--- config.mk ---
export PLATFORM = sky130hd
export DESIGN_NAME = stable_priority_queue
export DESIGN_NICKNAME = d
export VERILOG_FILES = /design/src/sv/spq_pkg.sv /design/src/sv/spq_ram.sv /design/src/sv/spq_datapath.sv /design/src/sv/spq_ctrl.sv /design/src/sv/stable_priority_queue.sv
export SDC_FILE = /design/constraint.sdc
export NUM_CORES = 2
export LEC_CHECK = 0
export BUFFER_PORTS_ARGS = -buffer_cell sky130_fd_sc_hd__buf_2
export CORE_UTILIZATION = 50
export CTS_CLUSTER_SIZE = 12
export DETAILED_ROUTE_END_ITERATION = 10
export PLACE_DENSITY_LB_ADDON = 0.2
export SYNTH_ARGS = -nofsm -noshare
export SYNTH_HDL_FRONTEND = slang
export SYNTH_SLANG_ARGS = --single-unit
--- constraint.sdc ---
create_clock -name clk -period 8.9 [get_ports clk]
set_clock_uncertainty 0.15 [all_clocks]
set_input_delay 0.89 -clock clk [delete_from_list [all_inputs] [get_ports clk]]
set_output_delay 0.89 -clock clk [all_outputs]
set_load 0.05 [all_outputs]
--- src/sv/spq_pkg.sv ---
// Shared types and codes for the stable priority queue.
package spq_pkg;

    localparam int VAL_W = 32;
    localparam int CNT_W = 5;

    localparam logic [1:0] ACT_INSERT = 2'd0;
    localparam logic [1:0] ACT_REMOVE = 2'd1;
    localparam logic [1:0] ACT_SEARCH = 2'd2;

    localparam logic [1:0] STATUS_OK    = 2'd0;
    localparam logic [1:0] STATUS_EMPTY = 2'd1;
    localparam logic [1:0] STATUS_FULL  = 2'd2;

    typedef struct packed {
        logic [1:0]              action;
        logic signed [VAL_W-1:0] value;
        logic signed [VAL_W-1:0] priority_req;
    } req_t;

    typedef struct packed {
        logic signed [VAL_W-1:0] removed_value;
        logic                    found;
        logic signed [VAL_W-1:0] head_value;
        logic [CNT_W-1:0]        entry_count;
        logic [1:0]              status;
    } rsp_t;

    // controller -> datapath
    typedef struct packed {
        logic load;
        logic start_insert;
        logic start_remove;
        logic start_search;
        logic set_full;
        logic set_empty;
        logic rd_prev;
        logic ins_shift;
        logic ins_put;
        logic rem_shift;
        logic rem_fin;
        logic idx_inc;
        logic set_found;
        logic publish;
    } cmd_t;

    // datapath -> controller
    typedef struct packed {
        logic [1:0] action;
        logic       full;
        logic       empty;
        logic       idx_zero;
        logic       idx_at_count;
        logic       rd_greater;
        logic       rd_match;
        logic       rsp_free;
    } sts_t;

endpackage

--- src/sv/spq_ram.sv ---
// Generic single-write, single-read RAM with registered read data.
module spq_ram #(
    parameter int WIDTH = 64,
    parameter int DEPTH = 16
) (
    input  logic                     clk,
    input  logic                     we,
    input  logic [$clog2(DEPTH)-1:0] waddr,
    input  logic [WIDTH-1:0]         wdata,
    input  logic [$clog2(DEPTH)-1:0] raddr,
    output logic [WIDTH-1:0]         rdata
);

    logic [WIDTH-1:0] mem [DEPTH];
    logic [WIDTH-1:0] rdata_reg;

    always_ff @(posedge clk)
    begin
        if (we)
        begin
            mem[waddr] <= wdata;
        end
        rdata_reg <= mem[raddr];
    end

    assign rdata = rdata_reg;

endmodule

--- src/sv/spq_datapath.sv ---
// Queue datapath: entry memory, count, head copy, walk index and result register.
module spq_datapath #(
    parameter int CAPACITY = 16
) (
    input  logic          clk,
    input  logic          rst_n,
    input  spq_pkg::req_t req_data,
    output spq_pkg::rsp_t res_data,
    output logic          res_valid,
    input  logic          res_stall,
    input  spq_pkg::cmd_t cmd,
    output spq_pkg::sts_t sts
);

    localparam int AW = $clog2(CAPACITY);
    localparam int CW = $clog2(CAPACITY + 1);
    localparam int VW = spq_pkg::VAL_W;
    localparam int NW = spq_pkg::CNT_W;

    logic [1:0]           act_reg;
    logic signed [VW-1:0] val_reg;
    logic signed [VW-1:0] pri_reg;
    logic [CW-1:0]        idx_reg, idx_next;
    logic [CW-1:0]        count_reg, count_next;
    logic signed [VW-1:0] head_reg, head_next;
    logic signed [VW-1:0] removed_reg, removed_next;
    logic                 found_reg, found_next;
    logic [1:0]           status_reg, status_next;
    spq_pkg::rsp_t        rsp_reg, rsp_next;
    logic                 rsp_valid_reg, rsp_valid_next;

    logic [CW-1:0]        idx_dec;
    logic [CW-1:0]        rd_idx;
    logic [CW-1:0]        wr_idx;
    logic                 ram_we;
    logic [2*VW-1:0]      ram_wdata;
    logic [2*VW-1:0]      ram_rdata;
    logic signed [VW-1:0] rd_val;
    logic signed [VW-1:0] rd_pri;
    logic [CW+NW-1:0]     count_ext;

    assign idx_dec = idx_reg - 1'b1;
    assign rd_idx  = cmd.rd_prev ? idx_dec : idx_reg;
    assign wr_idx  = cmd.rem_shift ? idx_dec : idx_reg;
    assign ram_we  = cmd.ins_shift | cmd.ins_put | cmd.rem_shift;
    assign ram_wdata = cmd.ins_put ? {val_reg, pri_reg} : ram_rdata;
    assign rd_val  = ram_rdata[2*VW-1:VW];
    assign rd_pri  = ram_rdata[VW-1:0];

    spq_ram #(
        .WIDTH (2 * VW),
        .DEPTH (CAPACITY)
    ) u_entries (
        .clk   (clk),
        .we    (ram_we),
        .waddr (wr_idx[AW-1:0]),
        .wdata (ram_wdata),
        .raddr (rd_idx[AW-1:0]),
        .rdata (ram_rdata)
    );

    assign count_ext = {{NW{1'b0}}, count_reg};

    always_comb
    begin
        sts.action       = act_reg;
        sts.full         = (count_reg == CW'(CAPACITY));
        sts.empty        = (count_reg == '0);
        sts.idx_zero     = (idx_reg == '0);
        sts.idx_at_count = (idx_reg == count_reg);
        sts.rd_greater   = (rd_pri > pri_reg);
        sts.rd_match     = (rd_val == val_reg);
        sts.rsp_free     = !rsp_valid_reg || !res_stall;
    end

    always_comb
    begin
        idx_next       = idx_reg;
        count_next     = count_reg;
        head_next      = head_reg;
        removed_next   = removed_reg;
        found_next     = found_reg;
        status_next    = status_reg;
        rsp_next       = rsp_reg;
        rsp_valid_next = rsp_valid_reg && res_stall;

        if (cmd.load)
        begin
            removed_next = '0;
            found_next   = 1'b0;
            status_next  = spq_pkg::STATUS_OK;
        end
        if (cmd.set_full)
        begin
            status_next = spq_pkg::STATUS_FULL;
        end
        if (cmd.set_empty)
        begin
            status_next = spq_pkg::STATUS_EMPTY;
        end
        if (cmd.start_insert)
        begin
            idx_next = count_reg;
        end
        if (cmd.start_remove)
        begin
            removed_next = head_reg;
            idx_next     = CW'(1);
        end
        if (cmd.start_search)
        begin
            idx_next = '0;
        end
        // hole moves one slot toward the head
        if (cmd.ins_shift)
        begin
            idx_next = idx_dec;
        end
        if (cmd.ins_put)
        begin
            count_next = count_reg + 1'b1;
            if (idx_reg == '0)
            begin
                head_next = val_reg;
            end
        end
        if (cmd.rem_shift)
        begin
            if (idx_reg == CW'(1))
            begin
                head_next = rd_val;
            end
            idx_next = idx_reg + 1'b1;
        end
        if (cmd.rem_fin)
        begin
            count_next = count_reg - 1'b1;
        end
        if (cmd.idx_inc)
        begin
            idx_next = idx_reg + 1'b1;
        end
        if (cmd.set_found)
        begin
            found_next = 1'b1;
        end
        if (cmd.publish)
        begin
            rsp_next.removed_value = removed_reg;
            rsp_next.found         = found_reg;
            rsp_next.head_value    = (count_reg != '0) ? head_reg : '0;
            rsp_next.entry_count   = count_ext[NW-1:0];
            rsp_next.status        = status_reg;
            rsp_valid_next         = 1'b1;
        end
    end

    always_ff @(posedge clk)
    begin
        if (cmd.load)
        begin
            act_reg <= req_data.action;
            val_reg <= req_data.value;
            pri_reg <= req_data.priority_req;
        end
        head_reg    <= head_next;
        removed_reg <= removed_next;
        found_reg   <= found_next;
        status_reg  <= status_next;
        rsp_reg     <= rsp_next;
    end

    always_ff @(posedge clk or negedge rst_n)
    begin
        if (!rst_n)
        begin
            idx_reg       <= '0;
            count_reg     <= '0;
            rsp_valid_reg <= 1'b0;
        end
        else
        begin
            idx_reg       <= idx_next;
            count_reg     <= count_next;
            rsp_valid_reg <= rsp_valid_next;
        end
    end

    assign res_data  = rsp_reg;
    assign res_valid = rsp_valid_reg;

endmodule

--- src/sv/spq_ctrl.sv ---
// Queue controller: sequences insert, remove and search walks over the entry memory.
module spq_ctrl (
    input  logic          clk,
    input  logic          rst_n,
    input  logic          req_valid,
    output logic          req_stall,
    input  spq_pkg::sts_t sts,
    output spq_pkg::cmd_t cmd
);

    typedef enum logic [8:0] {
        ST_IDLE     = 9'b000000001,
        ST_DISPATCH = 9'b000000010,
        ST_INS_RD   = 9'b000000100,
        ST_INS_CMP  = 9'b000001000,
        ST_REM_RD   = 9'b000010000,
        ST_REM_WR   = 9'b000100000,
        ST_SRC_RD   = 9'b001000000,
        ST_SRC_CMP  = 9'b010000000,
        ST_DONE     = 9'b100000000
    } state_t;

    state_t state_reg, state_next;

    assign req_stall = (state_reg != ST_IDLE);

    always_comb
    begin
        state_next = state_reg;
        cmd        = '0;
        unique case (state_reg)
            ST_IDLE:
            begin
                if (req_valid)
                begin
                    cmd.load   = 1'b1;
                    state_next = ST_DISPATCH;
                end
            end
            ST_DISPATCH:
            begin
                unique case (sts.action)
                    spq_pkg::ACT_INSERT:
                    begin
                        if (sts.full)
                        begin
                            cmd.set_full = 1'b1;
                            state_next   = ST_DONE;
                        end
                        else
                        begin
                            cmd.start_insert = 1'b1;
                            state_next       = ST_INS_RD;
                        end
                    end
                    spq_pkg::ACT_REMOVE:
                    begin
                        if (sts.empty)
                        begin
                            cmd.set_empty = 1'b1;
                            state_next    = ST_DONE;
                        end
                        else
                        begin
                            cmd.start_remove = 1'b1;
                            state_next       = ST_REM_RD;
                        end
                    end
                    spq_pkg::ACT_SEARCH:
                    begin
                        cmd.start_search = 1'b1;
                        state_next       = ST_SRC_RD;
                    end
                    default:
                    begin
                        state_next = ST_DONE;
                    end
                endcase
            end
            // walk from the tail: entries with a larger number slide back one slot
            ST_INS_RD:
            begin
                if (sts.idx_zero)
                begin
                    cmd.ins_put = 1'b1;
                    state_next  = ST_DONE;
                end
                else
                begin
                    cmd.rd_prev = 1'b1;
                    state_next  = ST_INS_CMP;
                end
            end
            ST_INS_CMP:
            begin
                if (sts.rd_greater)
                begin
                    cmd.ins_shift = 1'b1;
                    state_next    = ST_INS_RD;
                end
                else
                begin
                    cmd.ins_put = 1'b1;
                    state_next  = ST_DONE;
                end
            end
            ST_REM_RD:
            begin
                if (sts.idx_at_count)
                begin
                    cmd.rem_fin = 1'b1;
                    state_next  = ST_DONE;
                end
                else
                begin
                    state_next = ST_REM_WR;
                end
            end
            ST_REM_WR:
            begin
                cmd.rem_shift = 1'b1;
                state_next    = ST_REM_RD;
            end
            ST_SRC_RD:
            begin
                if (sts.idx_at_count)
                begin
                    state_next = ST_DONE;
                end
                else
                begin
                    state_next = ST_SRC_CMP;
                end
            end
            ST_SRC_CMP:
            begin
                if (sts.rd_match)
                begin
                    cmd.set_found = 1'b1;
                    state_next    = ST_DONE;
                end
                else
                begin
                    cmd.idx_inc = 1'b1;
                    state_next  = ST_SRC_RD;
                end
            end
            ST_DONE:
            begin
                if (sts.rsp_free)
                begin
                    cmd.publish = 1'b1;
                    state_next  = ST_IDLE;
                end
            end
            default:
            begin
                state_next = ST_IDLE;
            end
        endcase
    end

    always_ff @(posedge clk or negedge rst_n)
    begin
        if (!rst_n)
        begin
            state_reg <= ST_IDLE;
        end
        else
        begin
            state_reg <= state_next;
        end
    end

endmodule

--- src/sv/stable_priority_queue.sv ---
// Top level of the sorted, arrival-stable priority queue.
//
//  channel | valid     | stall     | payload            | direction
//  --------+-----------+-----------+--------------------+----------
//  request | req_valid | req_stall | req_data (req_t)   | in
//  result  | res_valid | res_stall | res_data (rsp_t)   | out
//
// One request at a time; every walk step is a memory read state followed by a
// compare/write state on the entry memory, which has a single read port.
// Insert slides back the entries that rank behind the new one; remove shifts every
// remaining entry one slot toward the head; search walks from the head until a
// match or the end. Full, empty and unused-code requests skip the walk.
// The next request is taken in IDLE, which follows the load of the result register,
// even while the previous result still waits; a stalled result holds the walk in DONE.
// Reset clears the count and control state; entry memory is not cleared.
module stable_priority_queue #(
    parameter int CAPACITY = 16
) (
    input  logic          clk,
    input  logic          rst_n,
    input  logic          req_valid,
    output logic          req_stall,
    input  spq_pkg::req_t req_data,
    output logic          res_valid,
    input  logic          res_stall,
    output spq_pkg::rsp_t res_data
);

    spq_pkg::cmd_t cmd;
    spq_pkg::sts_t sts;

    spq_ctrl u_ctrl (
        .clk       (clk),
        .rst_n     (rst_n),
        .req_valid (req_valid),
        .req_stall (req_stall),
        .sts       (sts),
        .cmd       (cmd)
    );

    spq_datapath #(
        .CAPACITY (CAPACITY)
    ) u_datapath (
        .clk       (clk),
        .rst_n     (rst_n),
        .req_data  (req_data),
        .res_data  (res_data),
        .res_valid (res_valid),
        .res_stall (res_stall),
        .cmd       (cmd),
        .sts       (sts)
    );

endmodule
==> impl_metrics.json <==
{
  "outcome": "completed",
  "grt_pass1_vias": 29900,
  "slew_headroom_pct": 16.0,
  "vias_per_cell": 5.73,
  "ys_top_cells_by_area": "edfxtp_1 69%, nand2_1 7.1%, nand3_1 3.9%, dfxtp_1 3.8%, mux2i_1 2.5%",
  "powerDensity_mw_per_mm2": 305,
  "synth.distinct_cells": 65,
  "nets": 4109,
  "diodes": 0,
  "path_class": "flop to flop",
  "port_buffers": 143,
  "cts_tree": "yes",
  "synth_edf_count": 1194,
  "peakVddDrop_mv": 0.188,
  "rows": 118,
  "path_common_cell": "buf_4",
  "crit_family": "simple AND/OR/NAND/NOR gates",
  "wirelength_um": 127000,
  "syn_inst": 3891,
  "yosysSeqAreaShare_pct": 73.5,
  "drt_iter0_drc": 3300,
  "fin_hold_ws_ps": 172,
  "initial_core_util_pct": 50.4,
  "layout-drive-gt1-share_pct": 11.7,
  "path_buf_inv": 3,
  "cts_sinks": 1313,
  "grt-ovfl-total": 0,
  "clk-insertion-delay-late_ps": 740,
  "routedWlPerCell_um": 23.2,
  "worstPathArrival_ps": 5510,
  "antenna_found_initial": 1,
  "fill_cells": 8258,
  "synth_top_area_share_pct": 68.7,
  "vias": 31500,
  "period_needed_ps": 5310,
  "crit_slowest_cell": "nor2_4",
  "leakagePower_nw": 21.1,
  "min_path_type": "input port to flop",
  "drv_slew": 0,
  "hold_violations": 0,
  "clock_path_buffers": 3,
  "syn-cell-area_mm2": 0.0522,
  "slowest_delay_ps": 1010,
  "cp_data_required_time_ps": 9110,
  "synth_seq_cells": 1313,
  "dp_slack_ps": 3580,
  "finalSetupViolCount": 0,
  "track_usage_pct": 24.0,
  "area_growth_pct": 12.4,
  "ant_nets": 0,
  "routabilityCongestion": 0.846,
  "cts_root_buffer": "clkbuf_16",
  "avgSynthCellArea_um2": 13.4,
  "grt_pass1_wl_um": 191000,
  "cp_max_fo": 38,
  "htree_levels": 4,
  "grt_max_degree": 175,
  "die_y_um": 325,
  "fin_tns_setup_ps": 0,
  "remaining_drc_errors": 0,
  "critPathLaunchType": "flop",
  "worst_slew_pin_slew_ps": 1260,
  "ys_warn_count": 0,
  "endpoint_kind": "flop",
  "setup_slack_ps": 3590,
  "dp_hpwl_um": 66600,
  "period_share_pct": 59.6,
  "cts.clk_slew.worst_paths_ps": 60,
  "synthArstFlopShare_pct": 1.52,
  "max_freq_mhz": 188,
  "first_pass_iters": 5,
  "die_w_um": 325,
  "cts_buffers": 139,
  "largest_reg_flops": 1024,
  "maxCapViolCount": 0,
  "ys.flop_type": "edfxtp_1",
  "dieArea_mm2": 0.106,
  "core_area_mm2": 0.103,
  "cp_cell_sequence": "inv_1 -> ha_1 -> or4b_1 -> buf_4 -> nor4_1 -> nor2_1 -> nor3_1 -> a31oi_1 -> nor2_4 -> buf_4",
  "synth_nets": 4000,
  "num_io_pins": 144,
  "rsz0062_at_grt": "no",
  "yosys.area.top_type": "edfxtp_1"
}
==> where the power goes <==
group / internal, mW / switching (mW)
Combinational: 1.23 / 2.95
Sequential: 7.85 / 0.353
Clock: 3.21 / 2.31
Total: 12.3 / 5.62
==> cells in the mapped netlist, drive strengths merged (19+ instances only) <==
library cell  instances
mux2                 64
nand2               991
inv                  49
xnor2                42
or3                  33
ha                   38
nand3               404
o22a                 65
mux2i               130
and2                 68
edfxtp             1194
a31oi                75
and3                 35
buf                  97
a21oi                20
clkbuf              132
dfrtp                19
dfxtp                99
nor2                 74
nand4               149
==> metal layers <==
metal / GRT usage, % / share of wire (%)
met4: 6.30 / 1.9
met2: 37.3 / 46
met5: 0 / 0
met3: 4.09 / 7.2
met1: 35.2 / 45
==> cells by family after synthesis <==
family	synth area share, %
adder cells (fa/ha/maj)	0.949
AND/OR/NAND/NOR	15.7
flip-flops	73.5
AO/OA/AOI/OAI	2.93
multiplexers	3.87
XOR/XNOR	0.870
buffers and inverters	2.26
==> cell type report <==
class                      instances  area (um^2)  share of cell area, %
clock inverter                    34          322                  0.548
timing repair buffer             197         1200                   2.04
multi-input combinational       2300        12900                   22.0
inverter                          49          186                  0.318
tap                             1380         1730                   2.94
clock buffer                     220         4020                   6.85
sequential                      1313        38300                   65.3
==> worst reg2reg max path: cells and delay by family, from the launching register on <==
family | cells | cell delay, ps
adders and majority gates | 1 | 410
buffers and inverters | 3 | 1390
DFF | 1 | 600
AOI/OAI and AO/OA | 1 | 210
and+or+nand+nor | 5 | 2140
==> placed cells by master (no fill, tap or decap), types with 7 or more instances in the layout <==
cell       count
nand3_1      401
a21o_1         7
and2_1        68
clkinv_1       8
clkbuf_16    142
buf_2        143
nand4_1      148
edfxtp_1    1194
o22a_1        65
or3_1         33
mux2_2        64
clkbuf_8      17
nor4_1         7
xnor2_1       39
o211ai_1       8
ha_1          38
buf_4         47
nor3_1        17
clkbuf_1      61
dfrtp_1       19
a21oi_1       19
inv_1         48
clkinv_2      11
nand2_1      989
mux2i_1      130
o21ai_0       14
and3_1        35
a31oi_1       75
nor2_1        58
nor2_4        16
dfxtp_1       99
==> through the flow <==
stage	utilization (%)	power, mW	std cells	area [um^2]
2_1_floorplan	-	11.1	3891	52200
3_3_place_gp	52.5	12.4	5238	54300
3_5_place_dp	52.5	12.5	5238	54300
4_1_cts	56.7	18.0	5493	58700
5_1_grt	56.7	18.7	5493	58700
6_report	56.7	17.9	5493	58700
==> path summary, 6_finish.rpt <==
kind                       slack (ps)                        from                             end  depth (start not counted)
min reg2reg                       260  u_datapath.removed_reg[16]         u_datapath.res_data[56]                          0
max                              3590       u_datapath.idx_reg[0]  u_datapath.u_entries.mem[0][5]                         10
min in group asynchronous         500                       rst_n             u_ctrl.state_reg[6]                          2
min                               170                req_data[14]          u_datapath.pri_reg[14]                          1
max in group asynchronous        7740                       rst_n             u_ctrl.state_reg[0]                          2
max reg2reg                      3590       u_datapath.idx_reg[0]  u_datapath.u_entries.mem[0][5]                         10
==> what timing repair did <==
item,CTS,global route
hold buffers,1,0
resized for setup,0,0
endpoints found under the hold margin,19,0
setup buffers,0,0
No activity file was read; power rests on OpenSTA's default activity.
